===== config.mk =====
export PLATFORM = sky130hd
export DESIGN_NAME = rtd_cfg_regs
export DESIGN_NICKNAME = d
export VERILOG_FILES = /design/src/assert_macros.svh /design/src/rtd_pkg.sv /design/src/rtd_cfg_regs.sv
export SDC_FILE = /design/constraint.sdc
export NUM_CORES = 1
export LEC_CHECK = 0
export BUFFER_PORTS_ARGS = -buffer_cell sky130_fd_sc_hd__buf_4
export CORE_AREA = 5 5 120 77
export DETAILED_ROUTE_END_ITERATION = 10
export DIE_AREA = 0 0 125 82
export PLACE_DENSITY = 0.53
export SLEW_MARGIN = 30
export SYNTH_ARGS = -nofsm -noshare
export SYNTH_HDL_FRONTEND = slang
export SYNTH_SLANG_ARGS = --single-unit
export TNS_END_PERCENT = 30

===== constraint.sdc =====
create_clock -name clk_i -period 0.9 [get_ports clk_i]
set_input_delay 0.135 -clock clk_i [delete_from_list [all_inputs] [get_ports clk_i]]
set_output_delay 0.135 -clock clk_i [all_outputs]
set_load 0.02 [all_outputs]

===== src/assert_macros.svh =====
// Assertion macros used by rtd_ctrl.
// Expects clk_i and rst_ni in the scope of each use.
`ifndef ASSERT_MACROS_SVH
`define ASSERT_MACROS_SVH

// Concurrent property, sampled on clk_i, disabled while in reset.
`define RTD_ASSERT(label, prop, msg) \
  label: assert property (@(posedge clk_i) disable iff (!rst_ni) (prop)) else $error(msg);

// At most one bit of a vector or packed struct is set.
`define RTD_ASSERT_ONEHOT0(label, sig, msg) \
  `RTD_ASSERT(label, $onehot0(sig), msg)

`endif


===== src/rtd_pkg.sv =====
// Package for the RTD code to temperature block: field widths, register
// indexes, reset values and the controller/datapath command and status types.
// No dependencies.
package rtd_pkg;

  localparam int CMD_W      = 1;
  localparam int IDX_W      = 10;
  localparam int RES_W      = 20;
  localparam int BYTE_W     = 8;
  localparam int CODE_W     = 15;
  localparam int RATIO_W    = 32;
  localparam int CELSIUS_W  = 11;
  localparam int TEMP_W     = 18;
  localparam int FRAC_BITS  = 24;
  localparam int PROD1_W    = CODE_W + RATIO_W;
  localparam int PROD2_W    = PROD1_W + 7;
  localparam int DVD_W      = RES_W + 7;
  localparam int QUO_W      = 7;
  localparam int DIV_STEPS  = QUO_W;

  localparam int CFG_IDX_W  = 2;
  localparam int CFG_DATA_W = 32;

  localparam logic [CFG_IDX_W-1:0] CFG_RATIO_SCALE    = 2'd0;
  localparam logic [CFG_IDX_W-1:0] CFG_TOP_INDEX      = 2'd1;
  localparam logic [CFG_IDX_W-1:0] CFG_LOWEST_CELSIUS = 2'd2;

  localparam logic [RATIO_W-1:0]          RATIO_RESET   = 32'd2201600;
  localparam logic [IDX_W-1:0]            TOP_RESET     = 10'd1023;
  localparam logic signed [CELSIUS_W-1:0] LOWEST_RESET  = 11'sd0;

  localparam logic [0:0] CMD_LOAD    = 1'b0;
  localparam logic [0:0] CMD_CONVERT = 1'b1;

  localparam logic [RES_W-1:0]         RES_MAX   = 20'hFFFFF;
  localparam logic [FRAC_BITS-1:0]     RND_ADD   = '1;
  localparam logic signed [TEMP_W-1:0] TEMP_MAX  = 18'sh1FFFF;
  localparam logic signed [TEMP_W-1:0] TEMP_MIN  = -18'sh20000;
  localparam logic [6:0]               CENTI     = 7'd100;
  localparam logic [QUO_W-1:0]         FRAC_CAP  = 7'd99;

  typedef struct packed {
    logic capture;
    logic mul1;
    logic mul2;
    logic round;
    logic search_cmp;
    logic up_cap;
    logic lo_rd;
    logic lo_cap;
    logic div_prep;
    logic div_step;
    logic temp_calc;
    logic out_load;
  } rtd_cmd_t;

  typedef struct packed {
    logic search_open;
    logic cmp_hit;
    logic cmp_more;
    logic interp;
  } rtd_status_t;

endpackage


===== src/rtd_cfg_regs.sv =====
// Configuration registers: ratio scale, top table index, lowest temperature.
// Depends on rtd_pkg.
module rtd_cfg_regs (
  input  logic                                 clk_i,
  input  logic                                 rst_ni,
  input  logic                                 cfg_we_i,
  input  logic [rtd_pkg::CFG_IDX_W-1:0]        cfg_index_i,
  input  logic [rtd_pkg::CFG_DATA_W-1:0]       cfg_data_i,
  output logic [rtd_pkg::RATIO_W-1:0]          ratio_scale_o,
  output logic [rtd_pkg::IDX_W-1:0]            top_index_o,
  output logic signed [rtd_pkg::CELSIUS_W-1:0] lowest_celsius_o
);
  import rtd_pkg::*;

  logic [RATIO_W-1:0]          ratio_q;
  logic [IDX_W-1:0]            top_q;
  logic signed [CELSIUS_W-1:0] lowest_q;

  always_ff @(posedge clk_i or negedge rst_ni) begin
    if (!rst_ni) begin
      ratio_q  <= RATIO_RESET;
      top_q    <= TOP_RESET;
      lowest_q <= LOWEST_RESET;
    end else if (cfg_we_i) begin
      case (cfg_index_i)
        CFG_RATIO_SCALE:    ratio_q  <= cfg_data_i[RATIO_W-1:0];
        CFG_TOP_INDEX:      top_q    <= cfg_data_i[IDX_W-1:0];
        CFG_LOWEST_CELSIUS: lowest_q <= $signed(cfg_data_i[CELSIUS_W-1:0]);
        default: ;
      endcase
    end
  end

  assign ratio_scale_o    = ratio_q;
  assign top_index_o      = top_q;
  assign lowest_celsius_o = lowest_q;

endmodule


==> qor.tcl <==
set qor(status) {finished with violations}
set qor(violated_checks) {negative setup slack}
set qor(grt_usage_pct) 10.2
set qor(maxSlewHeadroom_pct) 80.7
set qor(drt_first_pass_iters) 3
set qor(remaining_design_rule_violation_count) 0
set qor(grt_antenna_before_repair) 0
set qor(critical_path.n_buffers_inverters) 1
set qor(largest_net_degree_at_the_start_of_global_routing) 54
set qor(met2RoutedLength_um) 2010
set qor(worst_ep_required_time_ns) 0.76
set qor(timing.critical_path.arrival_ns) 0.95
set qor(wire_per_inst_um) 15.1
set qor(met3WireLength_um) 630
set qor(final_nets) 251
set qor(ctsLongestPathBuffers) 2
set qor(timing.final.max_slew_violations) 0
set qor(synth_seq_area_share_pct) 66.6
set qor(boundaryPins) 90
set qor(most_common_cell_after_layout_fill_and_taps_aside) {sky130_fd_sc_hd__buf_6}
set qor(die_w_um) 125
set qor(p_int_mw) 5.57
set qor(worstHoldPathType) {in2reg}
set qor(antenna-diode-count) 0
set qor(peakVddDrop_uv) 885
set qor(drt-initial-drc-count) 11
set qor(post_synth_instance_area_um2) 2020
set qor(critPathKind) {reg2out}
set qor(nFillCells) 745
set qor(rsz_0062_raised_after_global_routing) {true}
set qor(net_switching_power_figure_mw) 2.20
set qor(crit_slowest_cell) {sky130_fd_sc_hd__dfstp_2}
set qor(leakage_power_nw) 1.47
set qor(timing_hold_violations_final) 0
set qor(tritoncts) {built}
set qor(route.layer.met1.wl_um) 2230
set qor(path_delay_family) {flip-flops}
set qor(placeableCoreArea_um2) 8100
set qor(sequentialPowerShare_pct) 42.0
set qor(final_core_utilization_pct) 40.4
set qor(layout-area-overhead-vs-synth_pct) 62.1
set qor(ctsHtreeMaxLevel) 2
set qor(max_used_layer) {met4}
set qor(post-synth-top-area-cell) {sky130_fd_sc_hd__dfrtp_1}
set qor(synth.net_count) 151
set qor(drive_gt1_share_pct) 79.9
set qor(power_frac_clock_pct) 27.6
set qor(floorplan.rows) 26
set qor(fin_ws_ns) -0.189
set qor(routed_wl_um) 4940
set qor(hpwlAfterDp_um) 3510
set qor(postRouteAntennaNets) 0
set qor(die_area_um2) 10300
set qor(crit_path_max_fanout) 2
set qor(routabilityCongestion) 0.675
set qor(combPwrFrac_pct) 30.4
set qor(cts.reportedPaths.clkPinSlew_ns) 0.06
set qor(synthDominantCellAreaShare_pct) 47.1
set qor(synth-seq-cells) 53
set qor(clock_skew_ns) 0
set qor(min_period_over_period_pct) 121
set qor(layout_common_cells) {sky130_fd_sc_hd__buf_6 (55), sky130_fd_sc_hd__mux2_2 (50), sky130_fd_sc_hd__buf_4 (38), sky130_fd_sc_hd__dfrtp_1 (38), sky130_fd_sc_hd__dfstp_2 (15)}
set qor(worstSetupStartpointType) {register}
set qor(period_needed_ns) 1.09
set qor(worst_path_largest_cell_delay_ns) 0.55
set qor(whs_ns) 0.0646
set qor(synthesized_area_per_cell_um2) 17.7
set qor(cp-end-kind) {primary output}
set qor(grt_pass1_wl_um) 7960
set qor(initial_core_util_pct) 24.9
set qor(die_height_um) 82
set qor(max-cap-violations) 0
set qor(tightestPinTransition_ns) 0.289
set qor(portBuffers) 89
set qor(cp_cell_sequence) {buf_6}
set qor(cts_made_buffers) 5
set qor(first_global_vias) 1451
set qor(clock_insertion_delay_worst_skew_ns) 0.29
set qor(average_via_count_per_standard_cell) 3.98
set qor(grt_overflow) 0
set qor(setup-violations-final) 54
set qor(totalPowerFinal_mw) 7.77
set qor(power_density_nw_per_um2) 2370
set qor(postPlaceCellArea_um2) 2880
set qor(clock_root_buffer) {sky130_fd_sc_hd__clkbuf_16}
set qor(layout.cell_area.non_filler_um2) 3270
set qor(post_synth_main_area_contributors) {sky130_fd_sc_hd__dfrtp_1 (47%), sky130_fd_sc_hd__mux2_2 (28%), sky130_fd_sc_hd__dfstp_2 (20%)}
set qor(yosys_warnings) 0
set qor(cts_num_sinks) 53
set qor(post_synth_inst_count) 114
set qor(synth_cell_types) 8
set qor(routed_vias) 1299
set qor(achievable-frequency_mhz) 918
set qor(net_switching_fraction_of_the_power_pct) 28.3
## power groups by stage
stage	logic (mW)	clock network [mW]	registers (mW)
floorplan	0.460	0	3.76
global placement	2.06	0	3.21
detailed placement	2.09	0	3.21
CTS	2.39	2.24	3.27
global route	2.51	2.32	3.33
finish	2.37	2.14	3.26
## registers in the layout (all words and copies together) (netlist names)
signal	count
lowest_celsius_o	11
top_index_o	10
ratio_scale_o	32
## synthesized netlist by cell type
master                     number
sky130_fd_sc_hd__nor3b_4        1
sky130_fd_sc_hd__mux2_1         2
sky130_fd_sc_hd__mux2_2        51
sky130_fd_sc_hd__buf_6          3
sky130_fd_sc_hd__dfrtp_1       38
sky130_fd_sc_hd__buf_2          2
sky130_fd_sc_hd__dfstp_2       15
sky130_fd_sc_hd__nand3b_1       2
## metal layers
layer | global-route usage, % | vias up
li1 | - | 601
met1 | 12.3 | 626
met2 | 14.2 | 63
met3 | 6.69 | 9
met4 | 4.22 | 0
met5 | 0 | -
## path summary, 6_finish.rpt
check,startpoint,end,slack (ns),cells past startpoint
setup reg to reg,ratio_scale_o[2]$_DFFE_PN0P_,ratio_scale_o[2]$_DFFE_PN0P_,0,2
min in group asynchronous,rst_ni,lowest_celsius_o[2]$_DFFE_PN0P_,0.36,3
hold / removal,cfg_data_i[31],ratio_scale_o[31]$_DFFE_PN0P_,0.06,2
setup / recovery,top_index_o[2]$_DFFE_PN1P_,top_index_o[2],-0.19,1
hold reg to reg,ratio_scale_o[31]$_DFFE_PN0P_,ratio_scale_o[31]$_DFFE_PN0P_,0.53,1
max in group asynchronous,rst_ni,ratio_scale_o[11]$_DFFE_PN1P_,0.25,3
## logic make-up (layout without fill, tap and decap cells)
group | after synthesis | count (layout) | synth area share, %
buffers and inverters | 5 | 105 | 2.17
flip-flops | 53 | 53 | 66.6
multiplexers | 53 | 53 | 29.6
AND/OR/NAND/NOR | 3 | 3 | 1.67
## repair_timing
action / in CTS / in global routing
hold buffers: 1 / 0
gates resized for setup: 54 / 2
hold endpoints to repair: 38 / 0
buffers inserted: 1 / 1
setup endpoints to repair: 64 / 81
## through the flow
step	TNS [ns]	setup slack, ns	std cells
2_1_floorplan	-4.67	-0.160	114
3_3_place_gp	-12.08	-0.330	316
3_5_place_dp	-12.95	-0.349	316
4_1_cts	-5.86	-0.209	325
5_1_grt	-7.01	-0.229	326
6_report	-4.95	-0.189	326
## area by class of cell
class	instances	area [µm²]	share of cell area [%]
Timing Repair Buffer	98	995	30.4
Sequential cell	53	1350	41.1
Clock inverter	2	35.0	1.07
Multi-Input combinational cell	56	634	19.4
Clock buffer	5	125	3.82
Tap cell	112	140	4.28
Note: power is estimated with default switching activity, not from simulation.
