**src/assert_macros.svh**
```systemverilog
// Assertion macros used by rtd_ctrl.
// Expects clk_i and rst_ni in the scope of each use.
`ifndef ASSERT_MACROS_SVH
`define ASSERT_MACROS_SVH

// Concurrent property, sampled on clk_i, disabled while in reset.
`define RTD_ASSERT(label, prop, msg) \
  label: assert property (@(posedge clk_i) disable iff (!rst_ni) (prop)) else $error(msg);

// At most one bit of a vector or packed struct is set.
`define RTD_ASSERT_ONEHOT0(label, sig, msg) \
  `RTD_ASSERT(label, $onehot0(sig), msg)

`endif

```
**src/rtd_pkg.sv**
```systemverilog
// Package for the RTD code to temperature block: field widths, register
// indexes, reset values and the controller/datapath command and status types.
// No dependencies.
package rtd_pkg;

  localparam int CMD_W      = 1;
  localparam int IDX_W      = 10;
  localparam int RES_W      = 20;
  localparam int BYTE_W     = 8;
  localparam int CODE_W     = 15;
  localparam int RATIO_W    = 32;
  localparam int CELSIUS_W  = 11;
  localparam int TEMP_W     = 18;
  localparam int FRAC_BITS  = 24;
  localparam int PROD1_W    = CODE_W + RATIO_W;
  localparam int PROD2_W    = PROD1_W + 7;
  localparam int DVD_W      = RES_W + 7;
  localparam int QUO_W      = 7;
  localparam int DIV_STEPS  = QUO_W;

  localparam int CFG_IDX_W  = 2;
  localparam int CFG_DATA_W = 32;

  localparam logic [CFG_IDX_W-1:0] CFG_RATIO_SCALE    = 2'd0;
  localparam logic [CFG_IDX_W-1:0] CFG_TOP_INDEX      = 2'd1;
  localparam logic [CFG_IDX_W-1:0] CFG_LOWEST_CELSIUS = 2'd2;

  localparam logic [RATIO_W-1:0]          RATIO_RESET   = 32'd2201600;
  localparam logic [IDX_W-1:0]            TOP_RESET     = 10'd1023;
  localparam logic signed [CELSIUS_W-1:0] LOWEST_RESET  = 11'sd0;

  localparam logic [0:0] CMD_LOAD    = 1'b0;
  localparam logic [0:0] CMD_CONVERT = 1'b1;

  localparam logic [RES_W-1:0]         RES_MAX   = 20'hFFFFF;
  localparam logic [FRAC_BITS-1:0]     RND_ADD   = '1;
  localparam logic signed [TEMP_W-1:0] TEMP_MAX  = 18'sh1FFFF;
  localparam logic signed [TEMP_W-1:0] TEMP_MIN  = -18'sh20000;
  localparam logic [6:0]               CENTI     = 7'd100;
  localparam logic [QUO_W-1:0]         FRAC_CAP  = 7'd99;

  typedef struct packed {
    logic capture;
    logic mul1;
    logic mul2;
    logic round;
    logic search_cmp;
    logic up_cap;
    logic lo_rd;
    logic lo_cap;
    logic div_prep;
    logic div_step;
    logic temp_calc;
    logic out_load;
  } rtd_cmd_t;

  typedef struct packed {
    logic search_open;
    logic cmp_hit;
    logic cmp_more;
    logic interp;
  } rtd_status_t;

endpackage

```
**src/rtd_ctrl.sv**
```systemverilog
// Controller state machine: sequences product, search, division and result.
// Depends on rtd_pkg and assert_macros.svh.
`include "assert_macros.svh"

module rtd_ctrl (
  input  logic                 clk_i,
  input  logic                 rst_ni,
  input  logic                 in_valid_i,
  input  logic                 in_command_i,
  output logic                 in_ready_o,
  output logic                 out_valid_o,
  input  logic                 out_ready_i,
  input  rtd_pkg::rtd_status_t status_i,
  output rtd_pkg::rtd_cmd_t    cmd_o
);
  import rtd_pkg::*;

  localparam logic [3:0] S_IDLE  = 4'd0;
  localparam logic [3:0] S_MUL1  = 4'd1;
  localparam logic [3:0] S_MUL2  = 4'd2;
  localparam logic [3:0] S_RND   = 4'd3;
  localparam logic [3:0] S_SRD   = 4'd4;
  localparam logic [3:0] S_SCMP  = 4'd5;
  localparam logic [3:0] S_UPRD  = 4'd6;
  localparam logic [3:0] S_UPCAP = 4'd7;
  localparam logic [3:0] S_LORD  = 4'd8;
  localparam logic [3:0] S_LOCAP = 4'd9;
  localparam logic [3:0] S_DPREP = 4'd10;
  localparam logic [3:0] S_DIV   = 4'd11;
  localparam logic [3:0] S_TEMP  = 4'd12;
  localparam logic [3:0] S_FIN   = 4'd13;

  localparam logic [2:0] DIV_LAST = 3'(DIV_STEPS - 1);

  logic [3:0] state_q, state_d;
  logic [2:0] step_q, step_d;
  logic       out_valid_q, out_valid_d;

  always_comb begin
    state_d     = state_q;
    step_d      = step_q;
    cmd_o       = '0;
    in_ready_o  = 1'b0;
    case (state_q)
      S_IDLE: begin
        in_ready_o = 1'b1;
        if (in_valid_i) begin
          cmd_o.capture = 1'b1;
          state_d = (in_command_i == CMD_LOAD) ? S_FIN : S_MUL1;
        end
      end
      S_MUL1: begin
        cmd_o.mul1 = 1'b1;
        state_d = S_MUL2;
      end
      S_MUL2: begin
        cmd_o.mul2 = 1'b1;
        state_d = S_RND;
      end
      S_RND: begin
        cmd_o.round = 1'b1;
        state_d = status_i.search_open ? S_SRD : S_UPRD;
      end
      S_SRD: begin
        state_d = S_SCMP;
      end
      S_SCMP: begin
        cmd_o.search_cmp = 1'b1;
        if (status_i.cmp_hit || !status_i.cmp_more) begin
          state_d = S_UPRD;
        end else begin
          state_d = S_SRD;
        end
      end
      S_UPRD: begin
        state_d = S_UPCAP;
      end
      S_UPCAP: begin
        cmd_o.up_cap = 1'b1;
        state_d = S_LORD;
      end
      S_LORD: begin
        cmd_o.lo_rd = 1'b1;
        state_d = status_i.interp ? S_LOCAP : S_TEMP;
      end
      S_LOCAP: begin
        cmd_o.lo_cap = 1'b1;
        state_d = S_DPREP;
      end
      S_DPREP: begin
        cmd_o.div_prep = 1'b1;
        step_d = '0;
        state_d = S_DIV;
      end
      S_DIV: begin
        cmd_o.div_step = 1'b1;
        step_d = step_q + 3'd1;
        if (step_q == DIV_LAST) begin
          state_d = S_TEMP;
        end
      end
      S_TEMP: begin
        cmd_o.temp_calc = 1'b1;
        state_d = S_FIN;
      end
      S_FIN: begin
        if (!out_valid_q || out_ready_i) begin
          cmd_o.out_load = 1'b1;
          state_d = S_IDLE;
        end
      end
      default: begin
        state_d = S_IDLE;
      end
    endcase
  end

  always_comb begin
    out_valid_d = out_valid_q;
    if (cmd_o.out_load) begin
      out_valid_d = 1'b1;
    end else if (out_ready_i) begin
      out_valid_d = 1'b0;
    end
  end

  always_ff @(posedge clk_i or negedge rst_ni) begin
    if (!rst_ni) begin
      state_q     <= S_IDLE;
      step_q      <= '0;
      out_valid_q <= 1'b0;
    end else begin
      state_q     <= state_d;
      step_q      <= step_d;
      out_valid_q <= out_valid_d;
    end
  end

  assign out_valid_o = out_valid_q;

  `RTD_ASSERT(a_accept_leaves_idle, (in_valid_i && in_ready_o) |=> (state_q != S_IDLE), "accepted request left the controller idle")
  `RTD_ASSERT(a_load_only_when_free, cmd_o.out_load |-> (!out_valid_q || out_ready_i), "result overwritten before it was taken")
  `RTD_ASSERT_ONEHOT0(a_cmd_onehot0, cmd_o, "more than one datapath command in a cycle")

endmodule

```
**config.mk**
```make
export PLATFORM = sky130hd
export DESIGN_NAME = rtd_ctrl
export DESIGN_NICKNAME = d
export VERILOG_FILES = /design/src/rtd_pkg.sv /design/src/rtd_ctrl.sv
export VERILOG_INCLUDE_DIRS = /design/src /design/src/src
export SDC_FILE = /design/constraint.sdc
export NUM_CORES = 1
export LEC_CHECK = 0
export BUFFER_PORTS_ARGS = -buffer_cell sky130_fd_sc_hd__buf_2
export CAP_MARGIN = 20
export CORE_UTILIZATION = 47
export DETAILED_ROUTE_END_ITERATION = 8
export MAX_ROUTING_LAYER = met4
export PLACE_DENSITY = 0.76
export SYNTH_ARGS = -nofsm -noshare
export SYNTH_HDL_FRONTEND = slang
export SYNTH_SLANG_ARGS = --single-unit
```
**constraint.sdc**
```tcl
create_clock -name clk_i -period 1.47 [get_ports clk_i]
set_clock_uncertainty 0.15 [all_clocks]
set_input_delay 0.147 -clock clk_i [delete_from_list [all_inputs] [get_ports clk_i]]
set_output_delay 0.147 -clock clk_i [all_outputs]
set_load 0.005 [all_outputs]
```
==> results of run 1 <==
==> synthesized netlist by cell type <==
cell type	count	area (um2)
and2_1	1	6.26
nor2b_1	2	12.5
buf_2	4	20.0
a211oi_1	2	15.0
nor4_1	1	6.26
inv_1	4	15.0
a31oi_1	1	6.26
o22ai_2	1	12.5
ha_1	2	25.0
o31ai_1	1	7.51
nand2_2	1	6.26
nand2_1	7	26.3
nand3_1	2	10.0
o2111ai_1	1	8.76
and2b_1	1	7.51
o21ai_0	4	20.0
or3_4	1	11.3
buf_4	1	7.51
and3_1	1	6.26
a21boi_0	1	7.51
nor2_1	8	30.0
buf_6	1	11.3
nand2b_1	5	31.3
mux2i_1	2	20.0
nor3b_1	2	15.0
o21ai_1	3	15.0
nor3_1	4	20.0
o311ai_1	1	8.76
dfrtp_1	8	200
a21o_1	1	7.51
nand3_2	1	10.0
a21oi_1	1	5.00
nand3b_1	1	7.51
mux2_2	1	11.3
==> what timing repair did <==
item | CTS
setup endpoints to repair | 16
buffers inserted | 11
hold buffers | 2
endpoints found under the hold margin | 9
resized for setup | 30
pin swaps | 10
==> stage by stage <==
step	setup WS, ns	util, %	TNS [ns]
floorplan	0.132	-	0
global placement	-0.00218	70.4	-0.00218
detailed placement	-0.0821	70.4	-0.148
CTS	-0.161	91.6	-1.41
==> cells by family after synthesis <==
logic type               count (synthesis)  synth area share [%]
multiplexers                             3                  4.96
flip-flops                               8                  31.7
AND/OR/NAND/NOR                         38                  32.7
AO/OA/AOI/OAI                           17                  18.1
buffers and inverters                   10                  8.53
adder cells (fa/ha/maj)                  2                  3.97
==> results.cfg, run 1 <==
[sta]
worst-ep-kind = top-level output
grt_worst_setup_endpoint = cmd_o[0]

[placed_design]
hpwl_um = 1230
gp_congestion = 0.836
dp_cells = 122
portBuffers = 22
postPlaceCellArea_um2 = 825

[global_route]
antenna_found_initial = 0
grt_max_degree = 9

[yosys]
synth_fp_nets = 89
ys_seq_elements = 8
synthCells = 78
synth.avg_cell_area_um2 = 8.08
syn-cell-area_um2 = 631
yosys_warnings = 0
yosysUniqueCellTypes = 34
synth_seq_area_share_pct = 31.7

[clocking]
htreeDepth = 1
max-clock-path-buffers = 2
cts_buffers = 3
root_buffer = clkbuf_4
clkSinkCount = 8

[floorplanning]
die_width_um = 38.6
die_h_um = 38.6
row_count = 12
io-pin-count = 23
start_util_pct = 53.8

[run_status]
status = aborted with a tool error
error_line = [ERROR DPL-0033] detailed placement checks failed during check placement.
lastStage = global routing (5_1_grt)
==> run 2: changes to the inputs <==
--- a/config.mk
+++ b/config.mk
@@ -8,10 +8,10 @@
 export LEC_CHECK = 0
 export BUFFER_PORTS_ARGS = -buffer_cell sky130_fd_sc_hd__buf_2
 export CAP_MARGIN = 20
-export CORE_UTILIZATION = 47
+export CORE_AREA = 2 2 63 65
 export DETAILED_ROUTE_END_ITERATION = 8
-export MAX_ROUTING_LAYER = met4
-export PLACE_DENSITY = 0.76
+export DIE_AREA = 0 0 65 67
+export PLACE_DENSITY_LB_ADDON = 0.15
 export SYNTH_ARGS = -nofsm -noshare
 export SYNTH_HDL_FRONTEND = slang
 export SYNTH_SLANG_ARGS = --single-unit
==> run 2 against run 1 <==
  * The flow now finishes, with violations (negative setup slack)
  * Synthesized cell count is the same
  * Area after synthesis unchanged
==> results.cfg, run 2 <==
[routing]
vias = 757
ant_nets = 0
drt_wl_total_um = 2090
viasPerCell = 4.30
drc_errors = 0
drt-pass1-iter-count = 4
routedWlPerCell_um = 11.9
dr.first_iter.drc_count = 16

[clocking]
insertion_delay_ns = 0.23
max-clock-path-buffers = 2
htreeDepth = 1
cts.clk_slew.worst_paths_ns = 0.04
cts_buffers = 3
tritoncts = done
root_buffer = clkbuf_8
clkSinkCount = 8

[layout]
n_antenna_cell = 0
final-seq-area_um2 = 204
postLayoutCellArea_mm2 = 0.00122
n_fill_cell = 384
drive_gt1_share_pct = 64.1
layout_commonest_cell = buf_2
nets = 141
fin_util_pct = 33.7
final_cell_mix = buf_2 (20), buf_4 (18), buf_6 (12)
fin_cells = 176
largest_reg_flops = 4
multi_input_area_um2 = 485
max_flop_register = state_q
synthToLayoutAreaGrowth_pct = 92.9

[floorplanning]
row_count = 22
die_h_um = 67
core-area_mm2 = 0.00361
die-area_mm2 = 0.00436
start_util_pct = 17.5
die_width_um = 65
io-pin-count = 23

[yosys]
async_flop_share_pct = 100
yosys.area_share.simple_pct = 32.7
synth_mux_area_share_pct = 4.96
yosys_warnings = 0
syn-cell-area_um2 = 631
yosysTopAreaCell = dfrtp_1
synthTopCellsByCount = dfrtp_1 (8), nor2_1 (8), nand2_1 (7)
synth_top_area_share_pct = 31.7
synth_area_leaders = dfrtp_1 (32%), nand2b_1 (5.0%), nor2_1 (4.8%)
yosys_most_used_dff = dfrtp_1
synth-xor-area-share_pct = 0
yosysUniqueCellTypes = 34
synth.avg_cell_area_um2 = 8.08
synth_fp_nets = 89
ys_seq_elements = 8
synth_top_family_by_area = simple AND/OR/NAND/NOR gates
synthCells = 78
synth_edf_count = 0
synth_seq_area_share_pct = 31.7
synth_compound_area_share_pct = 18.1
synth_fa_ha_area_share_pct = 3.97

[placed_design]
portBuffers = 22
hpwl_um = 1480
postPlaceCellArea_um2 = 875
gp_congestion = 0.773
dp_cells = 157

[pwr]
power_density_mw_per_mm2 = 2060
ir_worst_vdd_mv = 0.491
leakage_nw = 0.575

[global_route]
antenna_found_initial = 0
track_usage_pct = 10.6
first_global_vias = 742
overflow = 0
grt_pass1_wl_um = 3480
grt_max_degree = 9

[hold_path]
hold_depth = 4
hold_end = state_q[1]$_DFFE_PN0P_
hold_path_class = in2reg
hold_start = status_i[3]

[run_status]
status = complete, but fails checks
violations = negative setup slack

[sta]
finalCriticalPeriod_ns = 1.61
hold_viol_final = 0
setup_slack_ns = -0.138
tightest_slew_ns = 0.233
final_max_slew_viol_count = 0
rsz0062_at_grt = true
fmax_mhz = 622
period_share_pct = 109
setup_violations = 18
relSlewSlack_pct = 84.4

[run]
maxCapViolCount = 0

[setup_path]
crit_fanout = 6
cp_data_required_time_ns = 1.17
crit_path_start_kind = flip-flop
cp.arrival_ns = 1.31
r2r_start = state_q[2]$_DFFE_PN0P_
end_kind = output port
r2r_end = step_q[0]$_DFFE_PN0P_
rrSetupSlack_ns = -0.08
criticalPathCategory = reg2out
ff2ff_path_depth = 4
-- run 2: cell counts after synthesis --
Identical to the previous run, type by type.
-- run 2: cells by family (layout without fill, tap and decap cells) --
| logic type | after synthesis | after routing |
|---|---|---|
| AO/OA/AOI/OAI | 17 | 17 |
| multiplexers | 3 | 3 |
| adder cells (fa/ha/maj) | 2 | 2 |
| flip-flops | 8 | 8 |
| buffers and inverters | 10 | 60 |
| AND/OR/NAND/NOR | 38 | 38 |
-- run 2: where the power goes --
group | switching [W] | total, W | internal [W]
combinational | 0.000787 | 0.00178 | 0.000992
sequential | 0.000134 | 0.000460 | 0.000326
clock | 0.0000842 | 0.000261 | 0.000177
total | 0.00101 | 0.00250 | 0.00150
-- run 2: layer usage --
layer / track usage, % / vias up / wire length [um] / share of wire, %
met5: 0 / - / 0 / 0
met4: 3.19 / 0 / 17 / 0.81
met3: 3.21 / 2 / 118 / 5.6
met2: 18.6 / 22 / 1050 / 50
met1: 12.3 / 360 / 909 / 43
li1: - / 373 / - / -
-- run 2: worst max-delay path by stage --
stage | start | end | depth (start not counted)
final | state_q[3]$_DFFE_PN0P_ | cmd_o[11] | 4
after global routing | state_q[3]$_DFFE_PN0P_ | cmd_o[11] | 4
after CTS | state_q[3]$_DFFE_PN0P_ | cmd_o[11] | 4
after detailed placement | state_q[3]$_DFFE_PN0P_ | state_q[2]$_DFFE_PN0P_ | 4
after global placement | state_q[1]$_DFFE_PN0P_ | state_q[2]$_DFFE_PN0P_ | 6
after floorplan | state_q[1]$_DFFE_PN0P_ | state_q[3]$_DFFE_PN0P_ | 4
-- run 2: per-stage QoR --
step	hold WS (ns)	total power [W]	worst slack [ns]	setup TNS (ns)
2_1_floorplan	-0.299	0.00109	0.132	0
3_3_place_gp	-0.147	0.00156	-0.0765	-0.139
3_5_place_dp	-0.140	0.00156	-0.0501	-0.116
4_1_cts	0.0945	0.00226	-0.143	-1.09
5_1_grt	0.113	0.00272	-0.215	-2.44
6_report	0.0996	0.00250	-0.138	-1.16
-- run 2: final cells by class --
class,count,share of cell area [%]
clock buffer,3,3.40
inverter,4,1.23
timing repair buffer,53,33.7
tap,48,4.94
sequential,8,16.8
multi-input combinational,60,39.9
-- run 2: timing repair --
item | CTS | global route
setup buffers | 8 | 6
resized for setup | 23 | 18
cloned | 0 | 0
setup endpoints to repair | 16 | 19
endpoints found under the hold margin | 9 | 0
pin swaps | 9 | 11
hold buffers | 2 | 0
-- run 2: critical path: stages (launching register included) --
cell	delay, ns
dfrtp_2	0.45
nor4_4	0.28
buf_4	0.15
and2_1	0.10
buf_2	0.10
No activity file was read; power rests on OpenSTA's default activity.
